### config.mk
export PLATFORM = sky130hd
export DESIGN_NAME = bmh_ctrl
export DESIGN_NICKNAME = d
export VERILOG_FILES = /design/src/bmh_pkg.sv /design/src/bmh_ctrl.sv
export SDC_FILE = /design/constraint.sdc
export NUM_CORES = 1
export LEC_CHECK = 0
export BUFFER_PORTS_ARGS = -buffer_cell sky130_fd_sc_hd__buf_2
export CELL_PAD_IN_SITES_DETAIL_PLACEMENT = 1
export CELL_PAD_IN_SITES_GLOBAL_PLACEMENT = 1
export CORE_ASPECT_RATIO = 1.2
export CORE_MARGIN = 5
export CORE_UTILIZATION = 36
export DETAILED_ROUTE_END_ITERATION = 16
export PLACE_DENSITY_LB_ADDON = 0.1
export SLEW_MARGIN = 20
export SYNTH_ARGS = -nofsm -noshare
export SYNTH_HDL_FRONTEND = slang
export SYNTH_SLANG_ARGS = --single-unit
export TNS_END_PERCENT = 10
### constraint.sdc
create_clock -name i_clk -period 3.4 [get_ports i_clk]
set_input_delay 0.68 -clock i_clk [delete_from_list [all_inputs] [get_ports i_clk]]
set_output_delay 0.68 -clock i_clk [all_outputs]
set_load 0.01 [all_outputs]
### src/bmh_pkg.sv
// Package for the binary min-heap block: transaction types, action codes
// and the command/status structs between controller and datapath. No dependencies.
package bmh_pkg;

    // Action codes carried in the input transaction
    typedef enum logic [1:0] {
        ACT_APPEND = 2'd0,
        ACT_BUILD  = 2'd1,
        ACT_INSERT = 2'd2,
        ACT_NOP    = 2'd3
    } t_action;

    typedef struct packed {
        logic [1:0]         action;
        logic signed [31:0] key;
        logic [31:0]        payload;
    } t_in;

    typedef struct packed {
        logic               status;
        logic [10:0]        entry_count;
        logic               empty_res;
        logic signed [31:0] top_key;
        logic [31:0]        top_payload;
    } t_out;

    // Read address select
    typedef enum logic [1:0] {
        RD_PARENT = 2'd0,
        RD_LEFT   = 2'd1,
        RD_RIGHT  = 2'd2,
        RD_BUILD  = 2'd3
    } t_rd_sel;

    // Write data select
    typedef enum logic [1:0] {
        WR_REC   = 2'd0,
        WR_RDATA = 2'd1,
        WR_LREC  = 2'd2
    } t_wr_src;

    // Position register load select
    typedef enum logic [2:0] {
        POS_COUNT  = 3'd0,
        POS_PARENT = 3'd1,
        POS_LEFT   = 3'd2,
        POS_RIGHT  = 3'd3,
        POS_BUILD  = 3'd4
    } t_pos_sel;

    typedef struct packed {
        logic     load_in;
        logic     rd_en;
        t_rd_sel  rd_sel;
        logic     wr_en;
        t_wr_src  wr_src;
        logic     wr_at_count;
        logic     pos_en;
        t_pos_sel pos_sel;
        logic     count_inc;
        logic     bi_init;
        logic     bi_dec;
        logic     rec_ld_rd;
        logic     lrec_ld;
        logic     set_full;
    } t_dp_cmd;

    typedef struct packed {
        logic [1:0] action;
        logic       full;
        logic       pos_zero;
        logic       bi_zero;
        logic       has_left;
        logic       has_right;
        logic       up_less;
        logic       go_left;
        logic       go_right;
    } t_dp_stat;

endpackage

### src/bmh_ctrl.sv
// Heap controller: state machine sequencing append, build and insert.
// Depends on bmh_pkg.
module bmh_ctrl (
    input  logic              i_clk,
    input  logic              i_rst_n,
    input  logic              i_start,
    input  bmh_pkg::t_dp_stat i_stat,
    output bmh_pkg::t_dp_cmd  o_cmd,
    output logic              o_busy,
    output logic              o_done
);
    import bmh_pkg::*;

    typedef enum logic [9:0] {
        S_IDLE   = 10'b0000000001,
        S_DISP   = 10'b0000000010,
        S_UP_CHK = 10'b0000000100,
        S_UP_CMP = 10'b0000001000,
        S_BLD    = 10'b0000010000,
        S_DN_LD  = 10'b0000100000,
        S_DN_RL  = 10'b0001000000,
        S_DN_RR  = 10'b0010000000,
        S_DN_CMP = 10'b0100000000,
        S_DONE   = 10'b1000000000
    } t_state;

    t_state r_state, n_state;

    always_ff @(posedge i_clk) begin
        if (!i_rst_n) begin
            r_state <= S_IDLE;
        end else begin
            r_state <= n_state;
        end
    end

    assign o_busy = r_state != S_IDLE;
    assign o_done = r_state == S_DONE;

    // Next state and datapath commands
    always_comb begin
        n_state = r_state;
        o_cmd   = '0;
        o_cmd.rd_sel  = RD_PARENT;
        o_cmd.wr_src  = WR_REC;
        o_cmd.pos_sel = POS_COUNT;
        unique case (r_state)
            S_IDLE: begin
                if (i_start) begin
                    o_cmd.load_in = 1'b1;
                    n_state = S_DISP;
                end
            end
            S_DISP: begin
                n_state = S_DONE;
                if (i_stat.action == ACT_APPEND || i_stat.action == ACT_INSERT) begin
                    if (i_stat.full) begin
                        o_cmd.set_full = 1'b1;
                    end else if (i_stat.action == ACT_APPEND) begin
                        o_cmd.wr_en       = 1'b1;
                        o_cmd.wr_at_count = 1'b1;
                        o_cmd.count_inc   = 1'b1;
                    end else begin
                        o_cmd.pos_en    = 1'b1;
                        o_cmd.count_inc = 1'b1;
                        n_state = S_UP_CHK;
                    end
                end else if (i_stat.action == ACT_BUILD) begin
                    o_cmd.bi_init = 1'b1;
                    n_state = S_BLD;
                end
            end
            // Sift-up: hole moves toward the root
            S_UP_CHK: begin
                if (i_stat.pos_zero) begin
                    o_cmd.wr_en = 1'b1;
                    n_state = S_DONE;
                end else begin
                    o_cmd.rd_en = 1'b1;
                    n_state = S_UP_CMP;
                end
            end
            S_UP_CMP: begin
                o_cmd.wr_en = 1'b1;
                if (i_stat.up_less) begin
                    o_cmd.wr_src  = WR_RDATA;
                    o_cmd.pos_en  = 1'b1;
                    o_cmd.pos_sel = POS_PARENT;
                    n_state = S_UP_CHK;
                end else begin
                    n_state = S_DONE;
                end
            end
            // Build: next parent, last to first
            S_BLD: begin
                if (i_stat.bi_zero) begin
                    n_state = S_DONE;
                end else begin
                    o_cmd.rd_en   = 1'b1;
                    o_cmd.rd_sel  = RD_BUILD;
                    o_cmd.pos_en  = 1'b1;
                    o_cmd.pos_sel = POS_BUILD;
                    o_cmd.bi_dec  = 1'b1;
                    n_state = S_DN_LD;
                end
            end
            S_DN_LD: begin
                o_cmd.rec_ld_rd = 1'b1;
                n_state = S_DN_RL;
            end
            S_DN_RL: begin
                if (!i_stat.has_left) begin
                    o_cmd.wr_en = 1'b1;
                    n_state = S_BLD;
                end else begin
                    o_cmd.rd_en  = 1'b1;
                    o_cmd.rd_sel = RD_LEFT;
                    n_state = S_DN_RR;
                end
            end
            S_DN_RR: begin
                o_cmd.lrec_ld = 1'b1;
                if (i_stat.has_right) begin
                    o_cmd.rd_en  = 1'b1;
                    o_cmd.rd_sel = RD_RIGHT;
                end
                n_state = S_DN_CMP;
            end
            S_DN_CMP: begin
                o_cmd.wr_en  = 1'b1;
                o_cmd.pos_en = 1'b1;
                if (i_stat.go_right) begin
                    o_cmd.wr_src  = WR_RDATA;
                    o_cmd.pos_sel = POS_RIGHT;
                    n_state = S_DN_RL;
                end else if (i_stat.go_left) begin
                    o_cmd.wr_src  = WR_LREC;
                    o_cmd.pos_sel = POS_LEFT;
                    n_state = S_DN_RL;
                end else begin
                    o_cmd.pos_en = 1'b0;
                    n_state = S_BLD;
                end
            end
            S_DONE: begin
                n_state = S_IDLE;
            end
            default: begin
                n_state = S_IDLE;
            end
        endcase
    end

endmodule

==> flow_metrics.py, run 1 <==
metrics = {
    "logic_synthesis": {
        "netlist_instances": 102,
        "avgSynthCellArea_um2": 8.08,
        "ys_ff_latch": 10,
        "synth_ff_type": "dfxtp_1",
        "yosys_warnings": 0,
        "synthArstFlopShare_pct": 0,
        "synth_fp_nets": 115,
        "synth_edf_count": 0,
        "synth_seq_area_share_pct": 24.3,
        "yosysUniqueCellTypes": 42,
        "synth.cell_area_um2": 825,
    },
    "placed_design": {
        "dp_hpwl_um": 2010,
        "pre_cts_ws_ns": 0.641,
        "gp_congestion": 0.827,
        "portBuffers": 32,
    },
    "global_routing": {
        "grt_pass1_vias": 917,
        "grt_antenna_before_repair": 0,
        "grtUsageTotal_pct": 17.0,
        "grt_pass1_wl_um": 4410,
        "grt_start_max_net_pins": 12,
        "grt_overflow": 0,
    },
    "worst_setup_path": {
        "crit_fanout": 11,
        "start_kind": "register",
        "critPathKind": "register to primary output",
        "crit_required_ns": 2.72,
        "cp.arrival_ns": 2.36,
        "cp-end-kind": "primary output",
    },
    "timing": {
        "setup_ws_ns": 0.361,
        "hold_viol": 0,
        "rsz0062_at_grt": "false",
        "fin_crit_sh_pct": 89.4,
        "hold_ws_ns": 0.614,
        "worst_pin_slew_ns": 0.673,
        "maxSlewViolCount": 0,
        "max_slew_margin_pct": 54.7,
        "setup-violations-final": 0,
        "max_freq_mhz": 329,
        "setup_tns_ns": 0,
        "post-route-min-period_ns": 3.04,
        "skew_ns": 0.00223,
    },
    "drt": {
        "postRouteAntennaNets": 0,
        "firstDrtPassIters": 4,
        "drc": 0,
        "wl_um": 2510,
        "post_drt_wl_per_cell_um": 15.4,
        "vias": 863,
        "viasPerCell": 5.29,
        "dr.first_iter.drc_count": 16,
    },
    "die": {
        "die_x_um": 53.7,
        "die_area_um2": 3350,
        "io_pins": 33,
        "fp.dieH_um": 62.4,
        "start_util_pct": 36.9,
        "rows": 19,
        "core_area_um2": 2230,
    },
    "cts": {
        "clk_pin_slew_worst_paths_ns": 0.07,
        "cts_tree": "built",
        "clk-insertion-delay-late_ns": 0.27,
        "cts_max_level": 1,
        "cts_setup_buffers": 0,
        "cts_resized": 0,
        "hold_buffers": 0,
        "cts_buffers": 3,
        "clock-sinks": 10,
        "cts_root_buf": "clkbuf_4",
        "cts.path.max_buffers": 2,
    },
    "outcome": {
        "status": "completed",
    },
    "cells_and_area": {
        "largest_reg_flops": 10,
        "drive_above_1_share_pct": 37.1,
        "nets": 146,
        "syn2layout_area_growth_pct": 22.5,
        "final_cell_mix": "32 x buf_2, 10 x nor2_1, 10 x dfxtp_1",
        "layout_commonest_cell": "buf_2",
        "antenna_cells": 0,
        "top_register": "r_state",
        "post-route-util_pct": 45.2,
        "largestRegisters": "r_state x10",
    },
    "power_and_ir_drop": {
        "power.density_nw_per_um2": 280,
        "p_leak_nw": 0.503,
        "vdd.ir_drop.worst_mv": 0.253,
    },
    "hold_path": {
        "hold_class": "register to register",
    },
    "flow_run": {
        "drv_cap": 0,
    },
}
## path summary, 6_finish.rpt
kind / start / endpoint / slack [ns] / depth (start not counted)
setup reg to reg: r_state[4] / r_state[2] / 1.30 / 4
hold / removal: r_state[5] / r_state[6] / 0.61 / 2
hold reg to reg: r_state[5] / r_state[6] / 0.61 / 2
setup / recovery: r_state[4] / o_cmd[9] / 0.36 / 5
## area by class of cell
cell class / instances / area (um2)
fillers: 311 / 1220
inverters: 5 / 18.8
well taps: 31 / 38.8
flip-flops and latches: 10 / 200
multi-input cells: 81 / 556
clock buffers: 4 / 36.3
repair buffers: 32 / 160
## power by group
part | total [mW] | internal (mW) | switching, mW
clock | 0.110 | 0.0650 | 0.0450
sequential | 0.124 | 0.120 | 0.00394
combinational | 0.0493 | 0.0204 | 0.0289
## metrics by stage
stage | instances | instance area [um2] | total power [mW]
6_report | 163 | 1010 | 0.283
5_1_grt | 163 | 1010 | 0.297
4_1_cts | 163 | 1010 | 0.286
3_5_place_dp | 159 | 973 | 0.175
3_3_place_gp | 159 | 973 | 0.173
2_1_floorplan | 102 | 825 | 0.153
## cells by family (layout without fill, tap and decap cells)
group	Yosys count	count (layout)	synth area share, %
DFF	10	10	24.3
and+or+nand+nor	63	63	49.9
AOI/OAI and AO/OA	16	16	15.3
xor gates and xnor gates	2	2	2.12
buffers and inverters	11	41	8.35
## critical path, stage by stage, from the launching register on
cell	delay [ns]
dfxtp_1	0.41
or4_4	0.59
nor4_1	0.59
a32oi_1	0.25
nand3_1	0.12
buf_2	0.13
## cells in the mapped netlist (2+ instances only)
cell | n | area, um2
a211o_1 | 2 | 17.5
and2_1 | 3 | 18.8
and3b_1 | 2 | 17.5
buf_6 | 3 | 33.8
dfxtp_1 | 10 | 200
inv_1 | 5 | 18.8
nand2_1 | 3 | 11.3
nand2b_1 | 2 | 12.5
nand3_1 | 5 | 25.0
nand4_1 | 2 | 12.5
nand4b_1 | 3 | 26.3
nor2_1 | 10 | 37.5
nor2b_1 | 4 | 25.0
nor3_1 | 3 | 15.0
nor3_2 | 2 | 20.0
nor3b_1 | 5 | 37.5
nor4_1 | 6 | 37.5
nor4b_1 | 2 | 17.5
o21ai_0 | 3 | 15.0
o21ai_1 | 2 | 10.0
or2_2 | 2 | 12.5
or4_4 | 3 | 33.8
## per-layer routing
layer	GRT usage, %	vias up	part of all wire [%]
li1	-	436	-
met1	22.7	412	48
met2	26.2	13	49
met3	2.86	2	2.4
met4	7.03	0	0.56
met5	0	-	0
(Power assumes the default switching activity.)
==> run 2, diff against run 1 <==
--- a/config.mk
+++ b/config.mk
@@ -9,5 +9,4 @@
 export CELL_PAD_IN_SITES_DETAIL_PLACEMENT = 1
 export CELL_PAD_IN_SITES_GLOBAL_PLACEMENT = 1
-export CORE_ASPECT_RATIO = 1.2
 export CORE_MARGIN = 5
 export CORE_UTILIZATION = 36
==> constraint.sdc (replaced) <==
create_clock -name i_clk -period 3.4 [get_ports i_clk]
set_input_delay 0.17 -clock i_clk [delete_from_list [all_inputs] [get_ports i_clk]]
set_output_delay 0.17 -clock i_clk [all_outputs]
set_load 0.01 [all_outputs]
==> run 2 against run 1 <==
Via count up 0.70%. Design area shrank 1.7%. Non-clock buffer count did not move. Die area is 0.11% lower. Clock power shrank 23%. Sequential power is essentially flat. Setup slack gained 0.50 ns. Critical path type unchanged. Critical endpoint unchanged. Largest cell class unchanged.
==> flow_metrics.py, run 2 (synthesized netlist as in run 1, its figures left out) <==
metrics = {
    "power_and_ir_drop": {
        "p_int_mw": 0.181,
        "clkPwrFrac_pct": 32.9,
        "seqPwrFrac_pct": 48.0,
        "power.density_nw_per_um2": 259,
        "combPwrFrac_pct": 19.0,
        "switching_share_pct": 29.5,
        "p_leak_nw": 0.496,
        "vdd.ir_drop.worst_mv": 0.181,
        "total_power_mw": 0.257,
        "p_sw_mw": 0.0756,
    },
    "cells_and_area": {
        "top_register": "r_state",
        "largest_reg_flops": 10,
        "final_cells": 159,
        "antenna_cells": 0,
        "nets": 146,
        "final_cell_mix": "32 x buf_2, 10 x nor2_1, 10 x dfxtp_1",
        "largestRegisters": "r_state x10",
        "drive_above_1_share_pct": 36.6,
        "fillers": 294,
        "layout_commonest_cell": "buf_2",
        "syn2layout_area_growth_pct": 20.3,
    },
    "drt": {
        "post_drt_wl_per_cell_um": 15.3,
        "dr.first_iter.drc_count": 15,
        "viasPerCell": 5.47,
        "postRouteAntennaNets": 0,
        "drc": 0,
        "firstDrtPassIters": 4,
        "wl_um": 2430,
        "vias": 869,
    },
    "global_routing": {
        "grt_antenna_before_repair": 0,
        "grtUsageTotal_pct": 14.8,
        "grt_start_max_net_pins": 12,
        "grt_pass1_vias": 847,
        "grt_pass1_wl_um": 3880,
        "grt_overflow": 0,
    },
    "placed_design": {
        "pre_cts_ws_ns": 1.12,
        "dp_hpwl_um": 1990,
        "portBuffers": 32,
        "gp_congestion": 0.789,
        "dp.cells": 156,
    },
    "cts": {
        "cts.path.max_buffers": 2,
        "cts_resized": 0,
        "cts_root_buf": "clkbuf_4",
        "clk_pin_slew_worst_paths_ns": 0.08,
        "clock-sinks": 10,
        "cts_setup_buffers": 0,
        "cts_tree": "built",
        "hold_buffers": 0,
        "cts_buffers": 3,
        "cts_max_level": 1,
        "clk-insertion-delay-late_ns": 0.27,
    },
    "timing": {
        "worst_pin_slew_ns": 0.704,
        "setup-violations-final": 0,
        "post-route-min-period_ns": 2.54,
        "max_freq_mhz": 394,
        "hold_ws_ns": 0.203,
        "rsz0062_at_grt": "false",
        "max_slew_margin_pct": 52.6,
        "hold_viol": 0,
        "fin_crit_sh_pct": 74.7,
        "setup_ws_ns": 0.859,
        "skew_ns": 0.0108,
        "maxSlewViolCount": 0,
        "setup_tns_ns": 0,
    },
    "worst_setup_path": {
        "crit_fanout": 11,
        "cp-end-kind": "primary output",
        "reg2reg_slack_ns": 1.35,
        "cp.arrival_ns": 2.37,
        "slowest_delay_ns": 0.61,
        "crit_required_ns": 3.23,
        "path_delay_family": "simple AND/OR/NAND/NOR gates",
        "path_cells": "or4_4 -> nor4_1 -> a32oi_1 -> nand3_1 -> buf_2",
        "slowest_stage": "nor4_1",
        "path_buf_inv": 1,
        "critPathKind": "register to primary output",
        "start_kind": "register",
    },
    "die": {
        "io_pins": 33,
        "die_area_um2": 3350,
        "start_util_pct": 37.6,
        "fp.dieH_um": 57.9,
        "core_area_um2": 2190,
        "die_x_um": 57.9,
        "rows": 17,
    },
    "outcome": {
        "status": "completed",
    },
    "hold_path": {
        "hold_class": "input pin to register",
    },
    "flow_run": {
        "drv_cap": 0,
    },
}
==> run 2: path summary, 6_finish.rpt <==
check        depth (start not counted)  startpoint         end
max                                  5  r_state[4]    o_cmd[9]
min                                  2     i_rst_n  r_state[8]
max reg2reg                          4  r_state[4]  r_state[2]
min reg2reg                          2  r_state[5]  r_state[6]
==> run 2: through the flow <==
stage	cell area, um2	utilization, %
finish	992	45.3
global route	992	45.3
CTS	992	45.3
detailed placement	970	44.3
global placement	970	44.3
floorplan	825	-
==> run 2: layout make-up <==
type / instances / area [um2] / area share (%)
clock buffer: 3 / 22.5 / 2.27
tap: 28 / 35.0 / 3.53
timing repair buffer: 32 / 160 / 16.1
inverter: 5 / 18.8 / 1.89
multi-input combinational: 81 / 556 / 56.0
sequential: 10 / 200 / 20.2
==> run 2: power by group through the flow <==
stage / sequential (mW) / clock [mW] / combinational, mW
5_1_grt: 0.124 / 0.0949 / 0.0540
4_1_cts: 0.123 / 0.0874 / 0.0494
3_5_place_dp: 0.126 / 0 / 0.0491
6_report: 0.123 / 0.0845 / 0.0489
2_1_floorplan: 0.125 / 0 / 0.0278
3_3_place_gp: 0.126 / 0 / 0.0479
==> run 2: layer usage <==
metal	vias to the layer above	wire length, um	part of all wire, %	GRT usage [%]
met4	0	21	0.87	3.97
li1	437	-	-	-
met5	-	0	0	0
met3	4	175	7.2	4.01
met1	402	1120	46	18.7
met2	26	1120	46	24.5
==> run 3, diff against run 2 <==
- ABC_AREA: not set -> 1
- CORE_UTILIZATION: 36 -> 28
- clock period: 3.4 -> 2.4 ns (I/O delays scaled with it)
==> run 3 against run 2 <==
Non-clock buffer count unchanged. Combinational power increased by 43%. Flip-flop and latch count unchanged. Setup slack got worse by 0.31 ns. Power increased by 39%. Clock power increased by 35%. Sequential share of layout area increased by 2.0 points. Synthesized area decreased by 16%. Via count decreased by 3.2%. Core utilization decreased by 7.7 points. Hold slack got worse by 0.085 ns. Largest power group unchanged.
==> flow_metrics.py, run 3 <==
metrics = {
    "outcome": {
        "status": "completed",
    },
    "timing": {
        "setup-violations-final": 0,
        "hold_viol": 0,
        "maxSlewViolCount": 0,
        "skew_ns": 0.00309,
        "max_slew_margin_pct": 70.6,
        "max_freq_mhz": 542,
        "setup_tns_ns": 0,
        "rsz0062_at_grt": "false",
        "worst_pin_slew_ns": 0.439,
        "fin_crit_sh_pct": 76.9,
        "post-route-min-period_ns": 1.85,
    },
    "power_and_ir_drop": {
        "power.density_nw_per_um2": 393,
        "p_leak_nw": 0.569,
        "vdd.ir_drop.worst_mv": 0.349,
    },
    "global_routing": {
        "grt_overflow": 0,
        "grtUsageTotal_pct": 13.9,
        "grt_antenna_before_repair": 0,
        "grt_pass1_vias": 833,
        "grt_start_max_net_pins": 7,
        "grt_pass1_wl_um": 3680,
    },
    "cells_and_area": {
        "drive_above_1_share_pct": 30.3,
        "top_register": "r_state",
        "post-route-util_pct": 37.5,
        "nets": 167,
        "final_cell_mix": "32 x buf_2, 27 x nor2_1, 24 x nand2_1",
        "fillers": 349,
        "final_cells": 182,
        "final_area_um2": 905,
        "syn2layout_area_growth_pct": 30.7,
        "antenna_cells": 0,
        "layout_commonest_cell": "buf_2",
        "largest_reg_flops": 10,
        "largestRegisters": "r_state x10",
    },
    "worst_setup_path": {
        "cp-end-kind": "primary output",
        "reg2reg_slack_ns": 0.94,
        "worstReg2RegEnd": "r_state[4]",
        "r2r_cells": 9,
        "crit_required_ns": 2.28,
        "start_kind": "register",
        "crit_fanout": 6,
        "cp.arrival_ns": 1.73,
        "critPathKind": "register to primary output",
        "regToRegStartpoint": "r_state[6]",
    },
    "logic_synthesis": {
        "synthArstFlopShare_pct": 0,
        "yosysTopAreaCellShare_pct": 28.9,
        "synth_fp_nets": 131,
        "avgSynthCellArea_um2": 5.86,
        "synth_common_cells": "27 x nor2_1, 24 x nand2_1, 23 x inv_1",
        "netlist_instances": 118,
        "synth_ff_type": "dfxtp_1",
        "synth_edf_count": 0,
        "ys_top_cells_by_area": "dfxtp_1 29%, nor2_1 15%, nand2_1 13%",
        "yosysUniqueCellTypes": 19,
        "yosys.cell_count.top_type": "nor2_1",
        "synth_seq_area_share_pct": 28.9,
        "ys_ff_latch": 10,
        "yosys_warnings": 0,
        "synth.cell_area_um2": 692,
        "yosysTopAreaCell": "dfxtp_1",
    },
    "cts": {
        "cts_max_level": 1,
        "clk-insertion-delay-late_ns": 0.26,
        "cts_buffers": 3,
        "cts_setup_buffers": 0,
        "cts_tree": "built",
        "cts.path.max_buffers": 2,
        "cts_root_buf": "clkbuf_4",
        "clock-sinks": 10,
        "hold_buffers": 0,
        "clk_pin_slew_worst_paths_ns": 0.06,
        "cts_resized": 0,
    },
    "die": {
        "rows": 18,
        "fp.dieH_um": 59.7,
        "die_area_um2": 3570,
        "die_x_um": 59.7,
        "core_area_um2": 2410,
        "start_util_pct": 28.7,
        "io_pins": 33,
    },
    "placed_design": {
        "gp_congestion": 0.766,
        "dp_hpwl_um": 2000,
        "portBuffers": 32,
        "place_area_um2": 882,
        "dp.cells": 179,
    },
    "flow_run": {
        "drv_cap": 0,
    },
    "hold_path": {
        "min_path_cells": 2,
        "min_from": "i_rst_n",
        "hold_class": "input pin to register",
        "worst_hold_path.endpoint": "r_state[0]",
    },
    "drt": {
        "viasPerCell": 4.62,
        "dr.first_iter.drc_count": 25,
        "firstDrtPassIters": 4,
        "wl_um": 2280,
        "post_drt_wl_per_cell_um": 12.5,
        "postRouteAntennaNets": 0,
        "drc": 0,
        "vias": 841,
    },
}
==> run 3: cell families after synthesis <==
logic type,count (synthesis),share of synthesized area (%)
and+or+nand+nor,75,49.9
buffers and inverters,24,13.6
DFF,10,28.9
AOI/OAI and AO/OA,9,7.59
==> run 3: area by class of cell <==
| class | instances | area (um2) | area share, % |
|---|---|---|---|
| timing repair buffer | 32 | 160 | 17.7 |
| tap | 30 | 37.5 | 4.15 |
| multi-input combinational | 84 | 398 | 44.0 |
| clock buffer | 3 | 22.5 | 2.49 |
| inverter | 23 | 86.3 | 9.54 |
| sequential | 10 | 200 | 22.1 |
==> run 3: worst max-delay path, cell delays in order (launching register included) <==
cell and delay, ns:
dfxtp_1 0.33, nor2_2 0.17, nand2_1 0.11, nor2_1 0.22, nand4_1 0.30, nand4_1 0.19
buf_2 0.14
==> run 3: per-layer routing <==
layer  track usage (%)  part of all wire [%]  routed length, um
met1              16.5                    44               1000
met3              5.18                   5.7                131
met4              1.90                  0.61                 14
met5                 0                     0                  0
met2              24.4                    50               1130
==> run 3: worst max-delay path by stage <==
stage                           from        end  slack, ns  cells past startpoint
final                     r_state[6]  o_cmd[16]       0.55                      6
after CTS                 r_state[6]  o_cmd[16]       0.53                      6
after global routing      r_state[9]   o_cmd[9]       0.39                      6
after floorplan           r_state[6]   o_cmd[8]       1.12                      6
after detailed placement  r_state[6]   o_cmd[9]       0.83                      6
after global placement    r_state[6]  o_cmd[16]       0.87                      6
==> run 3: stage by stage <==
step	setup WS, ns	hold WS (ns)	total power, mW
after floorplan	1.12	0.216	0.218
after global placement	0.875	0.394	0.245
after detailed placement	0.827	0.398	0.247
after CTS	0.533	0.115	0.363
after global routing	0.386	0.122	0.380
final	0.554	0.119	0.356
==> run 3: report_power, final <==
group / internal, mW / switching (mW) / leakage [nW]
sequential: 0.170 / 0.00263 / 0.0810
clock: 0.0579 / 0.0559 / 0.0138
combinational: 0.0253 / 0.0446 / 0.474
